==> src/dfr_pkg.sv <==
`default_nettype none

package dfr_pkg;

  localparam int unsigned ByteW    = 8;
  localparam int unsigned CrcW     = 16;
  localparam int unsigned StatusW  = 3;
  localparam int unsigned PhaseW   = 2;
  localparam int unsigned CfgIdxW  = 1;
  localparam int unsigned CfgDataW = 16;

  localparam logic [ByteW-1:0]   DelimByte = 8'h7E;
  localparam logic [CrcW-1:0]    CrcPoly   = 16'h1021;
  localparam logic [ByteW-1:0]   CrcBytes  = 8'd2;

  localparam logic [ByteW-1:0]   PayloadLimitReset = 8'd255;
  localparam logic [CrcW-1:0]    CrcSeedReset      = 16'hFFFF;

  // Receiver phases
  localparam logic [PhaseW-1:0] PhHunt = 2'd0;
  localparam logic [PhaseW-1:0] PhLen  = 2'd1;
  localparam logic [PhaseW-1:0] PhData = 2'd2;
  localparam logic [PhaseW-1:0] PhCrc  = 2'd3;

  // Result status codes
  localparam logic [StatusW-1:0] StNone     = 3'd0;
  localparam logic [StatusW-1:0] StPayload  = 3'd1;
  localparam logic [StatusW-1:0] StGood     = 3'd2;
  localparam logic [StatusW-1:0] StCrcErr   = 3'd3;
  localparam logic [StatusW-1:0] StOverflow = 3'd4;

  // Configuration register indexes
  localparam logic [CfgIdxW-1:0] RegPayloadLimit = 1'd0;
  localparam logic [CfgIdxW-1:0] RegCrcSeed      = 1'd1;

  // CRC-16-CCITT, MSB first, one byte
  function automatic logic [CrcW-1:0] crc_byte(input logic [CrcW-1:0] crc_in,
                                                input logic [ByteW-1:0] data);
    logic [CrcW-1:0] c;
    c = crc_in ^ {data, {(CrcW-ByteW){1'b0}}};
    for (int i = 0; i < ByteW; i++) begin
      if (c[CrcW-1]) begin
        c = {c[CrcW-2:0], 1'b0} ^ CrcPoly;
      end else begin
        c = {c[CrcW-2:0], 1'b0};
      end
    end
    return c;
  endfunction

endpackage

`default_nettype wire

==> src/dfr_if.sv <==
`default_nettype none

interface dfr_byte_if
  import dfr_pkg::*;
();
  logic             valid;
  logic             ready;
  logic [ByteW-1:0] in_byte;

  modport source (output valid, output in_byte, input ready);
  modport sink   (input valid, input in_byte, output ready);
endinterface

interface dfr_status_if
  import dfr_pkg::*;
();
  logic               valid;
  logic               ready;
  logic [StatusW-1:0] status;
  logic [ByteW-1:0]   payload_byte;
  logic [ByteW-1:0]   frame_length;

  modport source (output valid, output status, output payload_byte, output frame_length,
                  input ready);
  modport sink   (input valid, input status, input payload_byte, input frame_length,
                  output ready);
endinterface

`default_nettype wire

==> src/delimited_frame_receiver_crc16_top.sv <==
// Channel   Dir  Payload                                   Meaning
// rx        in   in_byte[7:0]                              raw byte from the link
// st        out  status[2:0] payload_byte[7:0]             per-byte status, payload
//                frame_length[7:0]                         byte, length on frame good
// cfg       in   cfg_write cfg_index[0] cfg_data[15:0]     0 payload_limit, 1 crc_seed
//
// One byte per cycle sustained when the output is not stalled; each rx byte goes
// through the input register, then the result register, to st. The byte-wide CRC
// update and the phase step sit between the input and result registers.
// Reset (rst, synchronous) empties both registers and returns to hunting.
// A stalled result holds; rx stays ready while the input register can drain.

`default_nettype none

module delimited_frame_receiver_crc16_top
  import dfr_pkg::*;
(
  input  wire                 clk,
  input  wire                 rst,
  dfr_byte_if.sink            rx,
  dfr_status_if.source        st,
  input  wire                 cfg_write,
  input  wire [CfgIdxW-1:0]   cfg_index,
  input  wire [CfgDataW-1:0]  cfg_data
);

  // Configuration registers
  logic [ByteW-1:0] payload_limit;
  logic [CrcW-1:0]  crc_seed;

  always_ff @(posedge clk) begin
    if (rst) begin
      payload_limit <= PayloadLimitReset;
      crc_seed      <= CrcSeedReset;
    end else if (cfg_write) begin
      unique case (cfg_index)
        RegPayloadLimit: payload_limit <= cfg_data[ByteW-1:0];
        RegCrcSeed:      crc_seed      <= cfg_data[CrcW-1:0];
        default: ;
      endcase
    end
  end

  // Input register and result register handshake
  logic             in_valid;
  logic [ByteW-1:0] in_data;
  logic             out_free;
  logic             step;

  assign out_free = !st.valid || st.ready;
  assign step     = in_valid && out_free;
  assign rx.ready = !in_valid || out_free;

  always_ff @(posedge clk) begin
    if (rst) begin
      in_valid <= 1'b0;
    end else if (rx.ready) begin
      in_valid <= rx.valid;
    end
  end

  always_ff @(posedge clk) begin
    if (rx.valid && rx.ready) begin
      in_data <= rx.in_byte;
    end
  end

  // Receiver state
  logic [PhaseW-1:0] rx_phase, rx_phase_next;
  logic [ByteW-1:0]  previous_byte, previous_byte_next;
  logic [ByteW-1:0]  bytes_remaining, bytes_remaining_next;
  logic [ByteW-1:0]  bytes_stored, bytes_stored_next;
  logic [CrcW-1:0]   running_crc, running_crc_next;

  logic [StatusW-1:0] status_next;
  logic [ByteW-1:0]   payload_next;
  logic [ByteW-1:0]   length_next;
  logic [ByteW-1:0]   remaining_dec;
  logic [ByteW-1:0]   crc_expect;
  logic               to_hunt;

  assign remaining_dec = bytes_remaining - 8'd1;
  assign crc_expect    = remaining_dec[0] ? running_crc[CrcW-1:ByteW]
                                          : running_crc[ByteW-1:0];

  always_comb begin
    rx_phase_next        = rx_phase;
    previous_byte_next   = in_data;
    bytes_remaining_next = bytes_remaining;
    bytes_stored_next    = bytes_stored;
    running_crc_next     = running_crc;
    status_next          = StNone;
    payload_next         = '0;
    length_next          = '0;
    to_hunt              = 1'b0;

    if (in_data == DelimByte && previous_byte == DelimByte) begin
      // drop the stuffing byte and consume the pair
      previous_byte_next = '0;
    end else begin
      unique case (rx_phase)
        PhHunt: begin
          if (in_data == DelimByte) begin
            rx_phase_next     = PhLen;
            bytes_stored_next = '0;
            running_crc_next  = crc_seed;
          end
        end
        PhLen: begin
          if (in_data == '0) begin
            rx_phase_next        = PhCrc;
            bytes_remaining_next = CrcBytes;
          end else begin
            rx_phase_next        = PhData;
            bytes_remaining_next = in_data;
          end
        end
        PhData: begin
          if (bytes_stored >= payload_limit) begin
            status_next = StOverflow;
            to_hunt     = 1'b1;
          end else begin
            bytes_stored_next    = bytes_stored + 8'd1;
            running_crc_next     = crc_byte(running_crc, in_data);
            status_next          = StPayload;
            payload_next         = in_data;
            bytes_remaining_next = remaining_dec;
            if (remaining_dec == '0) begin
              rx_phase_next        = PhCrc;
              bytes_remaining_next = CrcBytes;
            end
          end
        end
        PhCrc: begin
          bytes_remaining_next = remaining_dec;
          if (crc_expect != in_data) begin
            status_next = StCrcErr;
            to_hunt     = 1'b1;
          end else if (remaining_dec == '0) begin
            status_next = StGood;
            length_next = bytes_stored;
            to_hunt     = 1'b1;
          end
        end
        default: ;
      endcase

      if (to_hunt) begin
        rx_phase_next        = PhHunt;
        previous_byte_next   = '0;
        bytes_remaining_next = '0;
        bytes_stored_next    = '0;
        running_crc_next     = crc_seed;
      end
    end
  end

  always_ff @(posedge clk) begin
    if (rst) begin
      rx_phase        <= PhHunt;
      previous_byte   <= '0;
      bytes_remaining <= '0;
      bytes_stored    <= '0;
    end else if (step) begin
      rx_phase        <= rx_phase_next;
      previous_byte   <= previous_byte_next;
      bytes_remaining <= bytes_remaining_next;
      bytes_stored    <= bytes_stored_next;
    end
  end

  // Load the seed on reset, advance the CRC on each step
  always_ff @(posedge clk) begin
    if (rst) begin
      running_crc <= CrcSeedReset;
    end else if (step) begin
      running_crc <= running_crc_next;
    end
  end

  // Result register: advance on step, hold while stalled
  always_ff @(posedge clk) begin
    if (rst) begin
      st.valid <= 1'b0;
    end else if (out_free) begin
      st.valid <= in_valid;
    end
  end

  always_ff @(posedge clk) begin
    if (step) begin
      st.status       <= status_next;
      st.payload_byte <= payload_next;
      st.frame_length <= length_next;
    end
  end

endmodule

`default_nettype wire

==> src/flat_wrapper.sv <==
// flat-port wrapper written by rule: the top's interface ports become plain ports
module delimited_frame_receiver_crc16_top_flat import dfr_pkg::*;
  (clk, rst, cfg_write, cfg_index, cfg_data, rx_valid, rx_in_byte, rx_ready, st_valid, st_status, st_payload_byte, st_frame_length, st_ready);
  dfr_byte_if rx_i ();
  dfr_status_if st_i ();
  input  wire clk;
  input  wire rst;
  input  wire cfg_write;
  input  wire [CfgIdxW-1:0] cfg_index;
  input  wire [CfgDataW-1:0] cfg_data;
  input wire logic [$bits(rx_i.valid)-1:0] rx_valid;
  input wire logic [$bits(rx_i.in_byte)-1:0] rx_in_byte;
  output wire logic [$bits(rx_i.ready)-1:0] rx_ready;
  output wire logic [$bits(st_i.valid)-1:0] st_valid;
  output wire logic [$bits(st_i.status)-1:0] st_status;
  output wire logic [$bits(st_i.payload_byte)-1:0] st_payload_byte;
  output wire logic [$bits(st_i.frame_length)-1:0] st_frame_length;
  input wire logic [$bits(st_i.ready)-1:0] st_ready;
  assign rx_i.valid = rx_valid;
  assign rx_i.in_byte = rx_in_byte;
  assign rx_ready = rx_i.ready;
  assign st_valid = st_i.valid;
  assign st_status = st_i.status;
  assign st_payload_byte = st_i.payload_byte;
  assign st_frame_length = st_i.frame_length;
  assign st_i.ready = st_ready;
  delimited_frame_receiver_crc16_top u_core (.clk(clk), .rst(rst), .rx(rx_i), .st(st_i), .cfg_write(cfg_write), .cfg_index(cfg_index), .cfg_data(cfg_data));
endmodule
==> config.mk <==
export PLATFORM = sky130hd
export DESIGN_NAME = delimited_frame_receiver_crc16_top_flat
export DESIGN_NICKNAME = d
export VERILOG_FILES = /design/src/dfr_pkg.sv /design/src/dfr_if.sv /design/src/delimited_frame_receiver_crc16_top.sv /design/src/flat_wrapper.sv
export SDC_FILE = /design/constraint.sdc
export NUM_CORES = 1
export LEC_CHECK = 0
export BUFFER_PORTS_ARGS = -buffer_cell sky130_fd_sc_hd__buf_2
export CORE_MARGIN = 5
export CORE_UTILIZATION = 50
export DETAILED_ROUTE_END_ITERATION = 7
export HOLD_SLACK_MARGIN = 0.12
export PLACE_DENSITY = 0.67
export SYNTH_ARGS = -nofsm -noshare
export SYNTH_HDL_FRONTEND = slang
export SYNTH_SLANG_ARGS = --single-unit
==> constraint.sdc <==
create_clock -name clk -period 4.2 [get_ports clk]
set_input_delay 0 -clock clk [delete_from_list [all_inputs] [get_ports clk]]
set_output_delay 0 -clock clk [all_outputs]
set_load 0.03 [all_outputs]
==> results.sh <==
export IMPL_syn_avg_cell_area_um2=9.63
export IMPL_insertion_delay_ns=0.36
export IMPL_globalRouteTotalUtil_pct=19.8
export IMPL_detail_route_antenna_nets=0
export IMPL_grt_first_pass_wirelength_um=17900
export IMPL_max_cap_violations=0
export IMPL_slew_viol_final=0
export IMPL_cts_tree="yes"
export IMPL_finalCritPeriodShare_pct=71.7
export IMPL_syn_num_nets=522
export IMPL_fill_cells=770
export IMPL_syn_inst=477
export IMPL_h_tree_depth=3
export IMPL_yosysWarnings=0
export IMPL_startpoint_type="register"
export IMPL_rsz0062_at_grt="no"
export IMPL_die_h_um=106
export IMPL_n_antenna_cell=0
export IMPL_finClkSkew_ns=0.0120
export IMPL_synth_edff_count=27
export IMPL_first_iter_violations=211
export IMPL_met1Wirelength_um=5030
export IMPL_critPathKind="register to register"
export IMPL_max_slew_worst_pin_slew_ns=0.978
export IMPL_whs_ns=0.344
export IMPL_ctsResizeCount=0
export IMPL_relSlewSlack_pct=34.7
export IMPL_cts_hold_buf=41
export IMPL_rr_worst_depth=9
export IMPL_min_path_type="input port to register"
export IMPL_cp_data_required_time_ns=4.45
export IMPL_setup_tns_ns=0
export IMPL_drc=0
export IMPL_wl_per_cell_um=16.0
export IMPL_post_cts_setup_buffers=0
export IMPL_timing_final_crit_period_ns=3.01
export IMPL_dp_cells=614
export IMPL_fin_area_mm2=0.00546
export IMPL_ys_dominant_reg_cell="dfxtp_1"
export IMPL_vias_per_cell=5.64
export IMPL_clock_sinks=95
export IMPL_fp_dieW_um=106
export IMPL_cp_max_fo=11
export IMPL_final_cell_count_no_fill=671
export IMPL_worstPathArrival_ns=3.27
export IMPL_finalNetCount=600
export IMPL_core_area_mm2=0.00911
export IMPL_p_per_area_mw_per_mm2=312
export IMPL_met2_length_um=4980
export IMPL_syn2layout_area_growth_pct=18.9
export IMPL_status="finished, final reports clean"
export IMPL_p_leak_nw=2.15
export IMPL_setup_viol=0
export IMPL_cts_buffer_depth=2
export IMPL_dieArea_mm2=0.0112
export IMPL_ys_seq_area_share_pct=47.3
export IMPL_core_rowCount=35
export IMPL_hold_viol=0
export IMPL_drt_total_wl_um=10800
export IMPL_min_delay_path_depth=2
export IMPL_setup_ws_ns=1.19
export IMPL_portBuffers=50
export IMPL_highest_layer="met4"
export IMPL_cts_clk_slew_worst_paths_ns=0.09
export IMPL_antenna_found_initial=0
export IMPL_placed_area_mm2=0.00488
export IMPL_hpwl_um=7610
export IMPL_synthArstFlopShare_pct=0
export IMPL_overflow=0
export IMPL_drive_gt1_share_pct=15.2
export IMPL_initial_core_util_pct=50.5
export IMPL_pre_cts_ws_ns=1.21
export IMPL_synth_area_mm2=0.00460
export IMPL_max_freq_ghz=0.332
export IMPL_gp_congestion=0.914
export IMPL_grt_pass1_vias=3718
export IMPL_dr_pass1_iters=5
export IMPL_vdd_drop_max_uv=183
export IMPL_num_vias=3786
export IMPL_io_pins=51
export IMPL_yosysUniqueCellTypes=57
export IMPL_ys_ff_latch=95
export IMPL_route_met3_wl_um=591
export IMPL_clockRootBuffer="clkbuf_8"
export IMPL_grt_max_degree=34
export IMPL_cts_buffers=9
export IMPL_cp_end_kind="register"
==> layout make-up <==
type | count | area (um^2) | share of cell area (%)
tap | 111 | 139 | 2.54
inverter | 21 | 78.8 | 1.44
clock buffer | 9 | 124 | 2.27
timing repair buffer | 92 | 668 | 12.2
sequential | 95 | 2170 | 39.8
multi-input combinational | 336 | 2230 | 40.9
clock inverter | 7 | 47.5 | 0.870
==> cell usage after synthesis, types with 7 or more instances <==
library cell | instances | area share, %
nand3_1 | 42 | 4.6
o221a_2 | 11 | 2.7
nor2_1 | 27 | 2.2
o211ai_1 | 7 | 1.1
xnor2_1 | 30 | 5.7
inv_1 | 21 | 1.7
a22o_1 | 8 | 1.5
o21ai_0 | 8 | 0.87
buf_2 | 8 | 0.87
nor3_1 | 8 | 0.87
clkbuf_1 | 14 | 1.1
dfxtp_1 | 68 | 30
a21oi_1 | 15 | 1.6
xor2_1 | 8 | 1.5
and2_1 | 15 | 2.0
ha_1 | 15 | 4.1
edfxtp_1 | 27 | 18
nand2_1 | 57 | 4.7
==> metrics by stage <==
step           total power [mW]  utilization (%)
3_5_place_dp               1.16             53.6
2_1_floorplan              1.11                -
4_1_cts                    1.72             60.0
5_1_grt                    1.77             60.0
3_3_place_gp               1.16             53.6
6_report                   1.71             60.0
==> routing by layer <==
metal,GRT usage (%),up-vias
met5,0,-
met4,5.64,0
met3,4.47,10
met2,32.3,121
met1,26.5,1775
li1,-,1880
==> registers in the layout (all words and copies together) (netlist names) <==
register and count:
u_core.st.status 3, u_core.previous_byte 8, u_core.st.payload_byte 8, u_core.st.frame_length 8, u_core.bytes_stored 8, u_core.rx_phase 2, u_core.crc_seed 16, u_core.st.valid 1
u_core.payload_limit 8, u_core.bytes_remaining 8, u_core.running_crc 16, u_core.in_valid 1, u_core.in_data 8
==> cells by family (layout without fill, tap and decap cells) <==
kind of cell	count (synthesis)	in the layout	share of synthesized area, %
compound gates	88	88	15.2
fa+ha+maj	15	15	4.08
mux	5	5	1.09
flops	95	95	47.3
simple gates	190	190	20.9
xor+xnor	38	38	7.24
buf+inv	46	129	4.25
==> power by group <==
| group | switching (mW) | internal, mW |
|---|---|---|
| Combinational | 0.0950 | 0.0757 |
| Clock | 0.321 | 0.216 |
| Sequential | 0.0239 | 0.973 |
| Total | 0.440 | 1.27 |
==> worst paths after layout <==
check                                  from                      to  slack (ns)
setup / recovery  u_core.bytes_remaining[0]  u_core.running_crc[10]        1.19
hold / removal                rx_in_byte[2]       u_core.in_data[2]        0.34
setup reg to reg  u_core.bytes_remaining[0]  u_core.running_crc[10]        1.19
hold reg to reg          u_core.crc_seed[3]   u_core.running_crc[3]        0.47
==> cell usage in the layout (no fill, tap or decap), drive strengths merged, types with 23 or more instances in the layout <==
master / instances
nand2: 57
xnor2: 30
edfxtp: 27
dlygate4sd3: 41
nor2: 27
inv: 23
dfxtp: 68
nand3: 42
buf: 51
==> critical path, stage by stage, from the launching register on <==
cell and delay, ns:
dfxtp_1 0.39, inv_1 0.17, ha_1 0.26, nand2_1 0.08, nor4b_1 0.39, a41oi_1 0.19, o21ai_1 0.35, a22oi_1 0.20
or3_1 0.55, o221a_2 0.32
Note: power is estimated with default switching activity, not from simulation.
